==> src/rtl/vac_pkg.sv <==
// ----------------------------------------------------------------------------
// vac_pkg
// Shared constants and types of the visual approach controller.
// ----------------------------------------------------------------------------
package vac_pkg;

  localparam int IMAGE_WIDTH  = 640;
  localparam int FOUND_FRAMES = 3;

  localparam logic [2:0] REG_STOP_HEIGHT      = 3'd0;
  localparam logic [2:0] REG_TURN_GAIN        = 3'd1;
  localparam logic [2:0] REG_SLEW_STEP        = 3'd2;
  localparam logic [2:0] REG_SEARCH_TURN_RATE = 3'd3;
  localparam logic [2:0] REG_DRIVE_SPEED      = 3'd4;
  localparam logic [2:0] REG_NARROW_WINDOW    = 3'd5;
  localparam logic [2:0] REG_WIDE_WINDOW      = 3'd6;
  localparam logic [2:0] REG_LOST_LIMIT       = 3'd7;

  localparam logic [9:0]  RST_STOP_HEIGHT      = 10'd400;
  localparam logic [15:0] RST_TURN_GAIN        = 16'd1049;
  localparam logic [14:0] RST_SLEW_STEP        = 15'd205;
  localparam logic [14:0] RST_SEARCH_TURN_RATE = 15'd1434;
  localparam logic [14:0] RST_DRIVE_SPEED      = 15'd3277;
  localparam logic [9:0]  RST_NARROW_WINDOW    = 10'd10;
  localparam logic [9:0]  RST_WIDE_WINDOW      = 10'd80;
  localparam logic [7:0]  RST_LOST_LIMIT       = 8'd5;

  typedef struct packed {
    logic [9:0]  stop_height;
    logic [15:0] turn_gain;
    logic [14:0] slew_step;
    logic [14:0] search_turn_rate;
    logic [14:0] drive_speed;
    logic [9:0]  narrow_window;
    logic [9:0]  wide_window;
    logic [7:0]  lost_limit;
  } cfg_t;

  typedef struct packed {
    logic               target_found;
    logic [9:0]         target_center_x;
    logic [9:0]         box_height;
    logic signed [15:0] avoid_direction;
  } item_t;

  typedef struct packed {
    logic signed [15:0] turn_rate;
    logic [14:0]        forward_speed;
    logic signed [15:0] crab_direction;
    logic               goal_reached;
  } res_t;

endpackage

==> src/rtl/vac_cfg_regs.sv <==
// ----------------------------------------------------------------------------
// vac_cfg_regs
// Configuration register file, written by index, no read-back.
// ----------------------------------------------------------------------------
module vac_cfg_regs (
  input  logic          clk,
  input  logic          rst_n,
  input  logic          cfg_we,
  input  logic [2:0]    cfg_index,
  input  logic [15:0]   cfg_wdata,
  output vac_pkg::cfg_t cfg
);

  vac_pkg::cfg_t cfg_r;

  always_ff @(posedge clk) begin
    if (!rst_n) begin
      cfg_r.stop_height      <= vac_pkg::RST_STOP_HEIGHT;
      cfg_r.turn_gain        <= vac_pkg::RST_TURN_GAIN;
      cfg_r.slew_step        <= vac_pkg::RST_SLEW_STEP;
      cfg_r.search_turn_rate <= vac_pkg::RST_SEARCH_TURN_RATE;
      cfg_r.drive_speed      <= vac_pkg::RST_DRIVE_SPEED;
      cfg_r.narrow_window    <= vac_pkg::RST_NARROW_WINDOW;
      cfg_r.wide_window      <= vac_pkg::RST_WIDE_WINDOW;
      cfg_r.lost_limit       <= vac_pkg::RST_LOST_LIMIT;
    end else if (cfg_we) begin
      unique case (cfg_index)
        vac_pkg::REG_STOP_HEIGHT:      cfg_r.stop_height      <= cfg_wdata[9:0];
        vac_pkg::REG_TURN_GAIN:        cfg_r.turn_gain        <= cfg_wdata;
        vac_pkg::REG_SLEW_STEP:        cfg_r.slew_step        <= cfg_wdata[14:0];
        vac_pkg::REG_SEARCH_TURN_RATE: cfg_r.search_turn_rate <= cfg_wdata[14:0];
        vac_pkg::REG_DRIVE_SPEED:      cfg_r.drive_speed      <= cfg_wdata[14:0];
        vac_pkg::REG_NARROW_WINDOW:    cfg_r.narrow_window    <= cfg_wdata[9:0];
        vac_pkg::REG_WIDE_WINDOW:      cfg_r.wide_window      <= cfg_wdata[9:0];
        vac_pkg::REG_LOST_LIMIT:       cfg_r.lost_limit       <= cfg_wdata[7:0];
        default: ;
      endcase
    end
  end

  assign cfg = cfg_r;

endmodule

==> src/rtl/vac_ctrl.sv <==
// ----------------------------------------------------------------------------
// vac_ctrl
// Per-frame controller state and the single-pass update that makes one
// result from one item.
// ----------------------------------------------------------------------------
module vac_ctrl (
  input  logic          clk,
  input  logic          rst_n,
  input  vac_pkg::cfg_t cfg,
  input  vac_pkg::item_t item,
  input  logic          step,
  output vac_pkg::res_t res
);

  localparam logic signed [11:0] IMG_W = 12'(vac_pkg::IMAGE_WIDTH);
  localparam logic [7:0]         FOUND_LIM = 8'(vac_pkg::FOUND_FRAMES);

  logic signed [15:0] prev_turn_r, prev_turn_nxt;
  logic               centred_r, centred_nxt;
  logic               prev_centred_r, prev_centred_nxt;
  logic [7:0]         lost_r, lost_nxt;
  logic [7:0]         seen_r, seen_nxt;
  logic               ccw_r, ccw_nxt;
  logic signed [15:0] turn_r, turn_nxt;
  logic [14:0]        fwd_r, fwd_nxt;
  logic signed [15:0] crab_r, crab_nxt;
  logic               goal;

  logic [7:0]         lost_inc, seen_inc;
  logic signed [11:0] e2;
  logic [11:0]        mag2, wide2, narrow2;
  logic signed [28:0] prod, rnd;
  logic signed [19:0] t_raw, lo, hi, t_clamp;
  logic signed [15:0] t_sat;
  logic               cen_keep;

  assign lost_inc = (lost_r == 8'hFF) ? lost_r : lost_r + 8'd1;
  assign seen_inc = (seen_r == 8'hFF) ? seen_r : seen_r + 8'd1;

  assign e2      = IMG_W - $signed({1'b0, item.target_center_x, 1'b0});
  assign mag2    = e2[11] ? 12'(-e2) : 12'(e2);
  assign wide2   = {1'b0, cfg.wide_window, 1'b0};
  assign narrow2 = {1'b0, cfg.narrow_window, 1'b0};

  assign prod  = e2 * $signed({1'b0, cfg.turn_gain});
  assign rnd   = prod + 29'sd256;
  assign t_raw = rnd[28:9];
  assign lo    = 20'(prev_turn_r) - $signed({5'b0, cfg.slew_step});
  assign hi    = 20'(prev_turn_r) + $signed({5'b0, cfg.slew_step});

  always_comb begin
    t_clamp = t_raw;
    if (t_clamp < lo) t_clamp = lo;
    if (t_clamp > hi) t_clamp = hi;
    if (t_clamp > 20'sd32767) begin
      t_sat = 16'sh7FFF;
    end else if (t_clamp < -20'sd32768) begin
      t_sat = 16'sh8000;
    end else begin
      t_sat = t_clamp[15:0];
    end
  end

  assign cen_keep = centred_r && !(mag2 > wide2);

  always_comb begin
    prev_turn_nxt    = prev_turn_r;
    centred_nxt      = centred_r;
    prev_centred_nxt = prev_centred_r;
    lost_nxt         = lost_r;
    seen_nxt         = seen_r;
    ccw_nxt          = ccw_r;
    turn_nxt         = turn_r;
    fwd_nxt          = fwd_r;
    crab_nxt         = crab_r;
    goal             = 1'b0;
    if (!item.target_found) begin
      lost_nxt = lost_inc;
      seen_nxt = 8'd0;
      if (lost_inc > cfg.lost_limit) begin
        turn_nxt = ccw_r ? $signed({1'b0, cfg.search_turn_rate})
                         : -$signed({1'b0, cfg.search_turn_rate});
        fwd_nxt  = 15'd0;
      end
    end else if (item.avoid_direction != 16'sd0) begin
      fwd_nxt  = cfg.drive_speed;
      crab_nxt = item.avoid_direction;
      turn_nxt = 16'sd0;
    end else begin
      crab_nxt = 16'sd0;
      lost_nxt = 8'd0;
      seen_nxt = seen_inc;
      ccw_nxt  = !e2[11];
      if (cen_keep || (mag2 < narrow2)) begin
        turn_nxt = 16'sd0;
        if ((item.box_height > cfg.stop_height) && (seen_inc > FOUND_LIM)) begin
          fwd_nxt     = 15'd0;
          centred_nxt = 1'b0;
          goal        = 1'b1;
        end else begin
          centred_nxt      = 1'b1;
          fwd_nxt          = cfg.drive_speed;
          prev_turn_nxt    = 16'sd0;
          prev_centred_nxt = 1'b1;
        end
      end else begin
        centred_nxt      = 1'b0;
        prev_centred_nxt = 1'b0;
        if (prev_centred_r) begin
          turn_nxt = 16'sd0;
          fwd_nxt  = 15'd0;
        end else begin
          turn_nxt = t_sat;
          fwd_nxt  = 15'd0;
        end
        prev_turn_nxt = prev_centred_r ? 16'sd0 : t_sat;
      end
    end
  end

  always_ff @(posedge clk) begin
    if (!rst_n) begin
      prev_turn_r    <= '0;
      centred_r      <= 1'b0;
      prev_centred_r <= 1'b0;
      lost_r         <= '0;
      seen_r         <= '0;
      ccw_r          <= 1'b0;
      turn_r         <= '0;
      fwd_r          <= '0;
      crab_r         <= '0;
    end else if (step) begin
      prev_turn_r    <= prev_turn_nxt;
      centred_r      <= centred_nxt;
      prev_centred_r <= prev_centred_nxt;
      lost_r         <= lost_nxt;
      seen_r         <= seen_nxt;
      ccw_r          <= ccw_nxt;
      turn_r         <= turn_nxt;
      fwd_r          <= fwd_nxt;
      crab_r         <= crab_nxt;
    end
  end

  assign res.turn_rate      = turn_nxt;
  assign res.forward_speed  = fwd_nxt;
  assign res.crab_direction = crab_nxt;
  assign res.goal_reached   = goal;

endmodule

==> src/rtl/visual_approach_controller_core.sv <==
// ----------------------------------------------------------------------------
// visual_approach_controller_core
// An item accepted at one edge goes into the input register; the single-pass
// update then writes its result into the output register once that is free.
// One item per cycle while the output is not stalled, set by the state update loop.
// Synchronous active-low reset clears state and valids and loads the
// register defaults.
// ----------------------------------------------------------------------------
module visual_approach_controller_core (
  input  logic               clk,
  input  logic               rst_n,
  input  logic               cfg_we,
  input  logic [2:0]         cfg_index,
  input  logic [15:0]        cfg_wdata,
  input  logic               in_valid,
  output logic               in_ready,
  input  logic               in_target_found,
  input  logic [9:0]         in_target_center_x,
  input  logic [9:0]         in_box_height,
  input  logic signed [15:0] in_avoid_direction,
  output logic               out_valid,
  input  logic               out_ready,
  output logic signed [15:0] out_turn_rate,
  output logic [14:0]        out_forward_speed,
  output logic signed [15:0] out_crab_direction,
  output logic               out_goal_reached
);

  vac_pkg::cfg_t  cfg;
  vac_pkg::item_t item_r;
  vac_pkg::res_t  res, res_r;
  logic           s1_valid_r;
  logic           out_valid_r;
  logic           out_free;
  logic           step;

  assign out_free = !out_valid_r || out_ready;
  assign step     = s1_valid_r && out_free;
  assign in_ready = !s1_valid_r || out_free;

  vac_cfg_regs u_cfg (
    .clk       (clk),
    .rst_n     (rst_n),
    .cfg_we    (cfg_we),
    .cfg_index (cfg_index),
    .cfg_wdata (cfg_wdata),
    .cfg       (cfg)
  );

  vac_ctrl u_ctrl (
    .clk   (clk),
    .rst_n (rst_n),
    .cfg   (cfg),
    .item  (item_r),
    .step  (step),
    .res   (res)
  );

  always_ff @(posedge clk) begin
    if (!rst_n) begin
      s1_valid_r  <= 1'b0;
      out_valid_r <= 1'b0;
    end else begin
      if (in_ready) s1_valid_r <= in_valid;
      if (out_free) out_valid_r <= s1_valid_r;
    end
  end

  always_ff @(posedge clk) begin
    if (in_valid && in_ready) begin
      item_r.target_found    <= in_target_found;
      item_r.target_center_x <= in_target_center_x;
      item_r.box_height      <= in_box_height;
      item_r.avoid_direction <= in_avoid_direction;
    end
    if (step) res_r <= res;
  end

  assign out_valid          = out_valid_r;
  assign out_turn_rate      = res_r.turn_rate;
  assign out_forward_speed  = res_r.forward_speed;
  assign out_crab_direction = res_r.crab_direction;
  assign out_goal_reached   = res_r.goal_reached;

endmodule

==> config.mk <==
export PLATFORM = sky130hd
export DESIGN_NAME = visual_approach_controller_core
export DESIGN_NICKNAME = d
export VERILOG_FILES = /design/src/rtl/vac_pkg.sv /design/src/rtl/vac_cfg_regs.sv /design/src/rtl/vac_ctrl.sv /design/src/rtl/visual_approach_controller_core.sv
export SDC_FILE = /design/constraint.sdc
export NUM_CORES = 1
export LEC_CHECK = 0
export ABC_CLOCK_PERIOD_IN_PS = 18000
export BUFFER_PORTS_ARGS = -buffer_cell sky130_fd_sc_hd__buf_2
export CORE_UTILIZATION = 65
export CTS_BUF_LIST = sky130_fd_sc_hd__clkbuf_4
export DETAILED_ROUTE_END_ITERATION = 8
export PLACE_DENSITY = 0.84
export SYNTH_ARGS = -nofsm -noshare
export SYNTH_HDL_FRONTEND = slang
export SYNTH_HIERARCHICAL = 1
export SYNTH_SLANG_ARGS = --single-unit
==> constraint.sdc <==
create_clock -name clk -period 18 [get_ports clk]
set_input_delay 3.6 -clock clk [delete_from_list [all_inputs] [get_ports clk]]
set_output_delay 3.6 -clock clk [all_outputs]
set_load 0.01 [all_outputs]
==> results of run 1 <==
==> area by class of cell <==
cell class,instances,area share [%]
well taps,435,2.38
clock buffers,94,3.08
diodes,1,0.0109
multi-input cells,1681,59.2
flip-flops and latches,268,27.2
repair buffers,129,3.04
clock inverters,23,0.569
inverters,278,4.56
==> metal layers <==
layer / track usage, % / wire length [µm] / up-vias
met3: 6.02 / 4310 / 157
met1: 43.2 / 23000 / 8500
li1: - / - / 8074
met4: 15.7 / 2360 / 0
met5: 0 / 0 / -
met2: 57.5 / 26700 / 789
==> how the worst max path moves through the flow <==
stage / startpoint / depth (start not counted) / end
global placement: item_r[26] / 45 / out_turn_rate[1]
finish: item_r[26] / 45 / u_ctrl/turn_r[1]
floorplan: item_r[26] / 50 / out_turn_rate[11]
global route: item_r[26] / 45 / u_ctrl/turn_r[1]
detailed placement: item_r[26] / 45 / u_ctrl/turn_r[1]
CTS: item_r[26] / 45 / u_ctrl/turn_r[1]
==> cells by family after synthesis <==
logic type               share of synthesized area [%]
AND/OR/NAND/NOR                                   17.1
AO/OA/AOI/OAI                                     12.4
buffers and inverters                             7.25
adder cells (fa/ha/maj)                           23.8
flip-flops                                        29.2
multiplexers                                      6.98
XOR/XNOR                                          3.21
==> Yosys cell counts, types with 25 or more instances <==
library cell,count,area share (%)
a21oi_1,98,2.3
a31oi_1,25,0.74
and2_1,87,2.6
clkbuf_1,80,1.4
dfxtp_1,183,17
edfxtp_1,85,12
fa_1,128,12
ha_1,200,12
inv_1,277,4.9
mux2i_1,122,5.7
nand2_1,303,5.3
nand3_1,34,0.80
nor2_1,102,1.8
nor2b_1,80,2.4
nor3_1,31,0.73
o21ai_0,72,1.7
xnor2_1,56,2.3
==> state kept, by name, summed over array words and instances (netlist names), 8 cells and up <==
register / flops
u_cfg/cfg: 99
item_r: 37
out_crab_direction: 16
out_turn_rate: 16
u_ctrl/crab_r: 16
u_ctrl/prev_turn_r: 16
u_ctrl/turn_r: 16
out_forward_speed: 15
u_ctrl/fwd_r: 15
u_ctrl/lost_r: 8
u_ctrl/seen_r: 8
==> power by group through the flow <==
stage	clock (W)	sequential, W	combinational, W
final	0.000510	0.000660	0.000884
after global routing	0.000550	0.000662	0.000979
after CTS	0.000518	0.000660	0.000863
after detailed placement	0	0.000673	0.000855
after global placement	0	0.000672	0.000826
after floorplan	0	0.000669	0.000612
==> stage by stage <==
step | total power [W] | instances
after floorplan | 0.00128 | 2340
after global placement | 0.00150 | 2791
after detailed placement | 0.00153 | 2791
after CTS | 0.00204 | 2908
after global routing | 0.00219 | 2909
final | 0.00205 | 2909
==> worst reg2reg max path: cells and delay by family, from the launching register on <==
family,cells,cell delay (ps)
flops,1,660
compound gates,16,4060
simple gates,12,3990
buf+inv,5,610
fa+ha+maj,9,3970
xor+xnor,2,1120
mux,1,300
==> run_results.csv, run 1 <==
group,metric,value,unit
timing,setup_tns,0,ps
hold_path,hold_path_class,"reg2reg",
power,combPwrFrac,43.1,%
yosys,synth-edff-count,85,
yosys,synthCells,2340,
route,viasPerCell,6.02,
finish,multi_input_area,13500,µm²
clock_network,clock-sinks,268,
die,die_x,183,µm
yosys,synth_top_flop_cell,"dfxtp_1",
die,die_h,183,µm
critical_path,reg2reg_slack,3250,ps
finish,nets,2815,
power,p_leak,10.4,nW
yosys,syn_area,21300,µm²
timing,whs,465,ps
critical_path,critical_path_class,"reg2reg",
job,cap_violations,0,
grt,grt_pass1_vias,17600,
power,p_seq_share,32.1,%
critical_path,r2r-start,"item_r[26]",
critical_path,critPathMaxStageDelay,960,ps
yosys,yosys_warnings,6,
hold_path,min_to,"u_cfg/cfg[92]",
power,ir_drop,0.0846,mV
timing,fmax,67.8,MHz
yosys,synth-seq-cells,268,
clock_network,cts_made_buffers,68,
timing,setup_viol,0,
grt,antenna_found_initial,1,
timing,finalClockSkew,58.7,ps
route,drc_errors,0,
grt,grt_pass1_wl,90400,µm
clock_network,root_buffer,"clkbuf_4",
finish,finalInstanceArea,22900,µm²
die,coreArea,31900,µm²
die,start_util,66.7,%
hold_path,worstHoldStart,"u_cfg/cfg[92]",
die,rows,65,
power,p_sw,0.000827,W
route,wl_per_cell,19.4,µm
timing,max_slew_margin,12.4,%
critical_path,worst_path_max_delay_cell,"xor2_1",
critical_path,required,18630,ps
die,io_pins,111,
clock_network,post_cts_buffers,0,
yosys,ys_types,85,
critical_path,cpLargestDelayFamily,"compound AO/OA/AOI/OAI gates",
finish,regArea,6220,µm²
yosys,synth_nets,2729,
finish,utilization,71.8,%
hold_path,whs_path_depth,2,
yosys,syn_avg_cell_area,9.09,µm²
finish,syn_to_final_growth,7.64,%
critical_path,worstSetupEndpointType,"flop",
route,drt_iter0_drc,1605,
clock_network,cts.hold.buffers_added,0,
grt,grt_overflow,0,
power,p_sw_share,40.3,%
critical_path,r2r-end,"u_ctrl/turn_r[1]",
clock_network,insertion_delay,690,ps
power,clock_power_share,24.8,%
critical_path,rr_worst_depth,45,
finish,final_cell_mix,"nand2_1, inv_1, ha_1",
timing,slew_viol_final,0,
die,dieArea,33400,µm²
outcome,status,"finished clean",
timing,final.setup.worst_slack,3250,ps
route,drtPass1Iterations,6,
place,gp_congestion,0.990,
place,hpwlAfterDp,41800,µm
yosys,async_reset_ff_share,0,%
power,p_int,0.00123,W
route,wirelength,56300,µm
finish,fillCellCount,2417,
grt,grt_max_degree,110,
timing,tightest_slew,1310,ps
power,power_density,89.8,nW/µm²
finish,final_common_cell,"nand2_1",
route,ant_nets,0,
grt,track_usage,34.3,%
place,port_buffers,110,
clock_network,cts_resized,0,
critical_path,startpoint_type,"flop",
critical_path,cp_max_fo,28,
timing,finalHoldViolCount,0,
clock_network,clk_path_buf_depth,3,
yosys,ys_seq_area_share,29.2,%
finish,drive_above_1_share,12.2,%
timing,post-route-period-util,81.9,%
clock_network,htreeDepth,3,
timing,rsz0062_at_grt,"no",
timing,post-route-min-period,14750,ps
route,vias,17500,
clock_network,cts.clk_slew.worst_paths,80,ps
clock_network,tritoncts,"yes",
critical_path,crit_arrival,15370,ps
place,pre_cts_ws,3560,ps
critical_path,crit_top_cell,"fa_1",
critical_path,crit_buf_inv,5,
place,place_area,22000,µm²
Note: power is estimated with default switching activity, not from simulation.
==> run 2: changes to the inputs <==
Settings changed: ABC_CLOCK_PERIOD_IN_PS 18000 to 15200.
Clock period 18 ns to 15.2 ns, I/O delays scaled along.
==> run 2 against run 1 <==
Compared with the run above:
- clock skew is 18 ps lower
- critical path depth is 6 higher
- combinational power is 18% higher
- worst hold slack worse by 3.0 ps
- critical endpoint unchanged
- largest cell class unchanged
- largest power group unchanged
==> run_results.csv, run 2 (synthesis results as in run 1) <==
group,metric,value,unit
clock_network,cts_made_buffers,69,
route,drc_errors,0,
critical_path,critical_path.startpoint,"item_r[26]",
place,gp_congestion,1.01,
finish,drive_above_1_share,12.7,%
grt,grt_pass1_vias,17900,
finish,fillCellCount,2297,
die,io_pins,111,
route,wirelength,57400,µm
finish,syn_to_final_growth,8.18,%
route,drtPass1Iterations,5,
die,rows,65,
timing,max_slew_margin,11.4,%
grt,grt_overflow,0,
power,ir_drop,0.0921,mV
clock_network,cts.hold.buffers_added,0,
clock_network,tritoncts,"yes",
hold_path,worstHoldStart,"u_cfg/cfg[92]",
critical_path,critical_path_class,"reg2reg",
clock_network,htreeDepth,3,
power,p_int,0.00149,W
clock_network,cts.clk_slew.worst_paths,80,ps
clock_network,root_buffer,"clkbuf_4",
timing,finalHoldViolCount,0,
critical_path,r2r-start,"item_r[26]",
finish,final_common_cell,"nand2_1",
timing,slew_viol_final,0,
timing,whs,462,ps
power,p_leak,10.5,nW
timing,post-route-min-period,14180,ps
route,wl_per_cell,19.7,µm
die,die_h,183,µm
timing,finalClockSkew,40.9,ps
timing,setup_viol,0,
grt,track_usage,35.0,%
power,p_seq_share,31.7,%
finish,nets,2820,
clock_network,insertion_delay,700,ps
route,drt_iter0_drc,1473,
power,power_density,107,nW/µm²
timing,fmax,70.5,MHz
power,clock_power_share,26.0,%
die,die_x,183,µm
timing,rsz0062_at_grt,"no",
clock_network,post_cts_buffers,0,
critical_path,crit_arrival,14800,ps
job,cap_violations,0,
die,start_util,66.7,%
hold_path,hold_path_class,"reg2reg",
power,p_sw_share,39.5,%
place,hpwlAfterDp,42600,µm
timing,post-route-period-util,93.3,%
die,coreArea,31900,µm²
place,port_buffers,110,
critical_path,worstSetupEndpointType,"flop",
outcome,status,"finished clean",
timing,tightest_slew,1320,ps
grt,antenna_found_initial,1,
grt,grt_max_degree,103,
finish,final_cell_mix,"nand2_1, inv_1, ha_1",
critical_path,startpoint_type,"flop",
route,viasPerCell,6.01,
clock_network,clk_path_buf_depth,3,
timing,setup_tns,0,ps
clock_network,cts_resized,0,
critical_path,critPathMaxStageDelay,710,ps
grt,grt_pass1_wl,91800,µm
route,ant_nets,0,
finish,largest_reg_flops,99,
die,dieArea,33400,µm²
power,p_sw,0.000975,W
power,combPwrFrac,42.3,%
critical_path,cp_max_fo,21,
critical_path,worst_path_max_delay_cell,"nor3_4",
critical_path,required,15810,ps
route,vias,17600,
finish,finalInstanceArea,23000,µm²
clock_network,clock-sinks,268,
place,place_area,22100,µm²
==> run 2: cell types whose count changed in the layout (fill, tap and decap cells not counted), moves of 2 or more <==
cell,before,now
clkinvlp_4,1,3
clkbuf_4,94,108
clkinv_1,14,11
buf_4,20,24
clkinv_2,3,1
clkinv_4,2,0
==> run 2: routing by layer <==
layer	global-route usage (%)	vias up	wire length (µm)
li1	-	8097	-
met1	44.2	8549	23300
met2	58.2	757	27200
met3	6.35	158	4410
met4	16.6	0	2500
met5	0	-	0
==> run 2: power groups by stage <==
| stage | combinational [W] | clock (W) | sequential, W |
|---|---|---|---|
| 3_3_place_gp | 0.000983 | 0 | 0.000795 |
| 4_1_cts | 0.00103 | 0.000651 | 0.000781 |
| 2_1_floorplan | 0.000724 | 0 | 0.000793 |
| 6_report | 0.00104 | 0.000642 | 0.000781 |
| 3_5_place_dp | 0.00102 | 0 | 0.000796 |
| 5_1_grt | 0.00116 | 0.000690 | 0.000783 |
==> run 2: worst paths after layout <==
kind | to | slack [ps] | cells past startpoint
worst max-delay path | u_ctrl/turn_r[1] | 1020 | 51
worst min-delay path | u_cfg/cfg[92] | 460 | 2
worst max register to register | u_ctrl/turn_r[1] | 1020 | 51
worst min register to register | u_cfg/cfg[92] | 460 | 2
==> run 2: through the flow <==
stage	setup slack, ps	util, %	power, W	std cells
final	1020	72.1	0.00247	2921
after CTS	1210	72.1	0.00246	2920
after floorplan	3000	-	0.00152	2340
after global placement	1860	69.3	0.00178	2795
after detailed placement	1240	69.3	0.00181	2795
after global routing	108	72.1	0.00263	2921
==> run 2: critical path: cells and delay by family, from the launching register on <==
kind	cells	cell delay [ps]
adder cells (fa/ha/maj)	9	3850
buffers and inverters	10	1830
flip-flops	1	670
AND/OR/NAND/NOR	13	3100
multiplexers	1	310
XOR/XNOR	1	210
AO/OA/AOI/OAI	17	4090
==> run 2: layout make-up <==
cell class	count	area [µm²]	share of cell area (%)
timing repair buffer	133	726	3.16
sequential	268	6220	27.0
antenna	1	2.50	0.0109
inverter	278	1040	4.54
multi-input combinational	1681	13600	58.9
clock inverter	17	103	0.446
clock buffer	108	811	3.53
tap	435	544	2.37
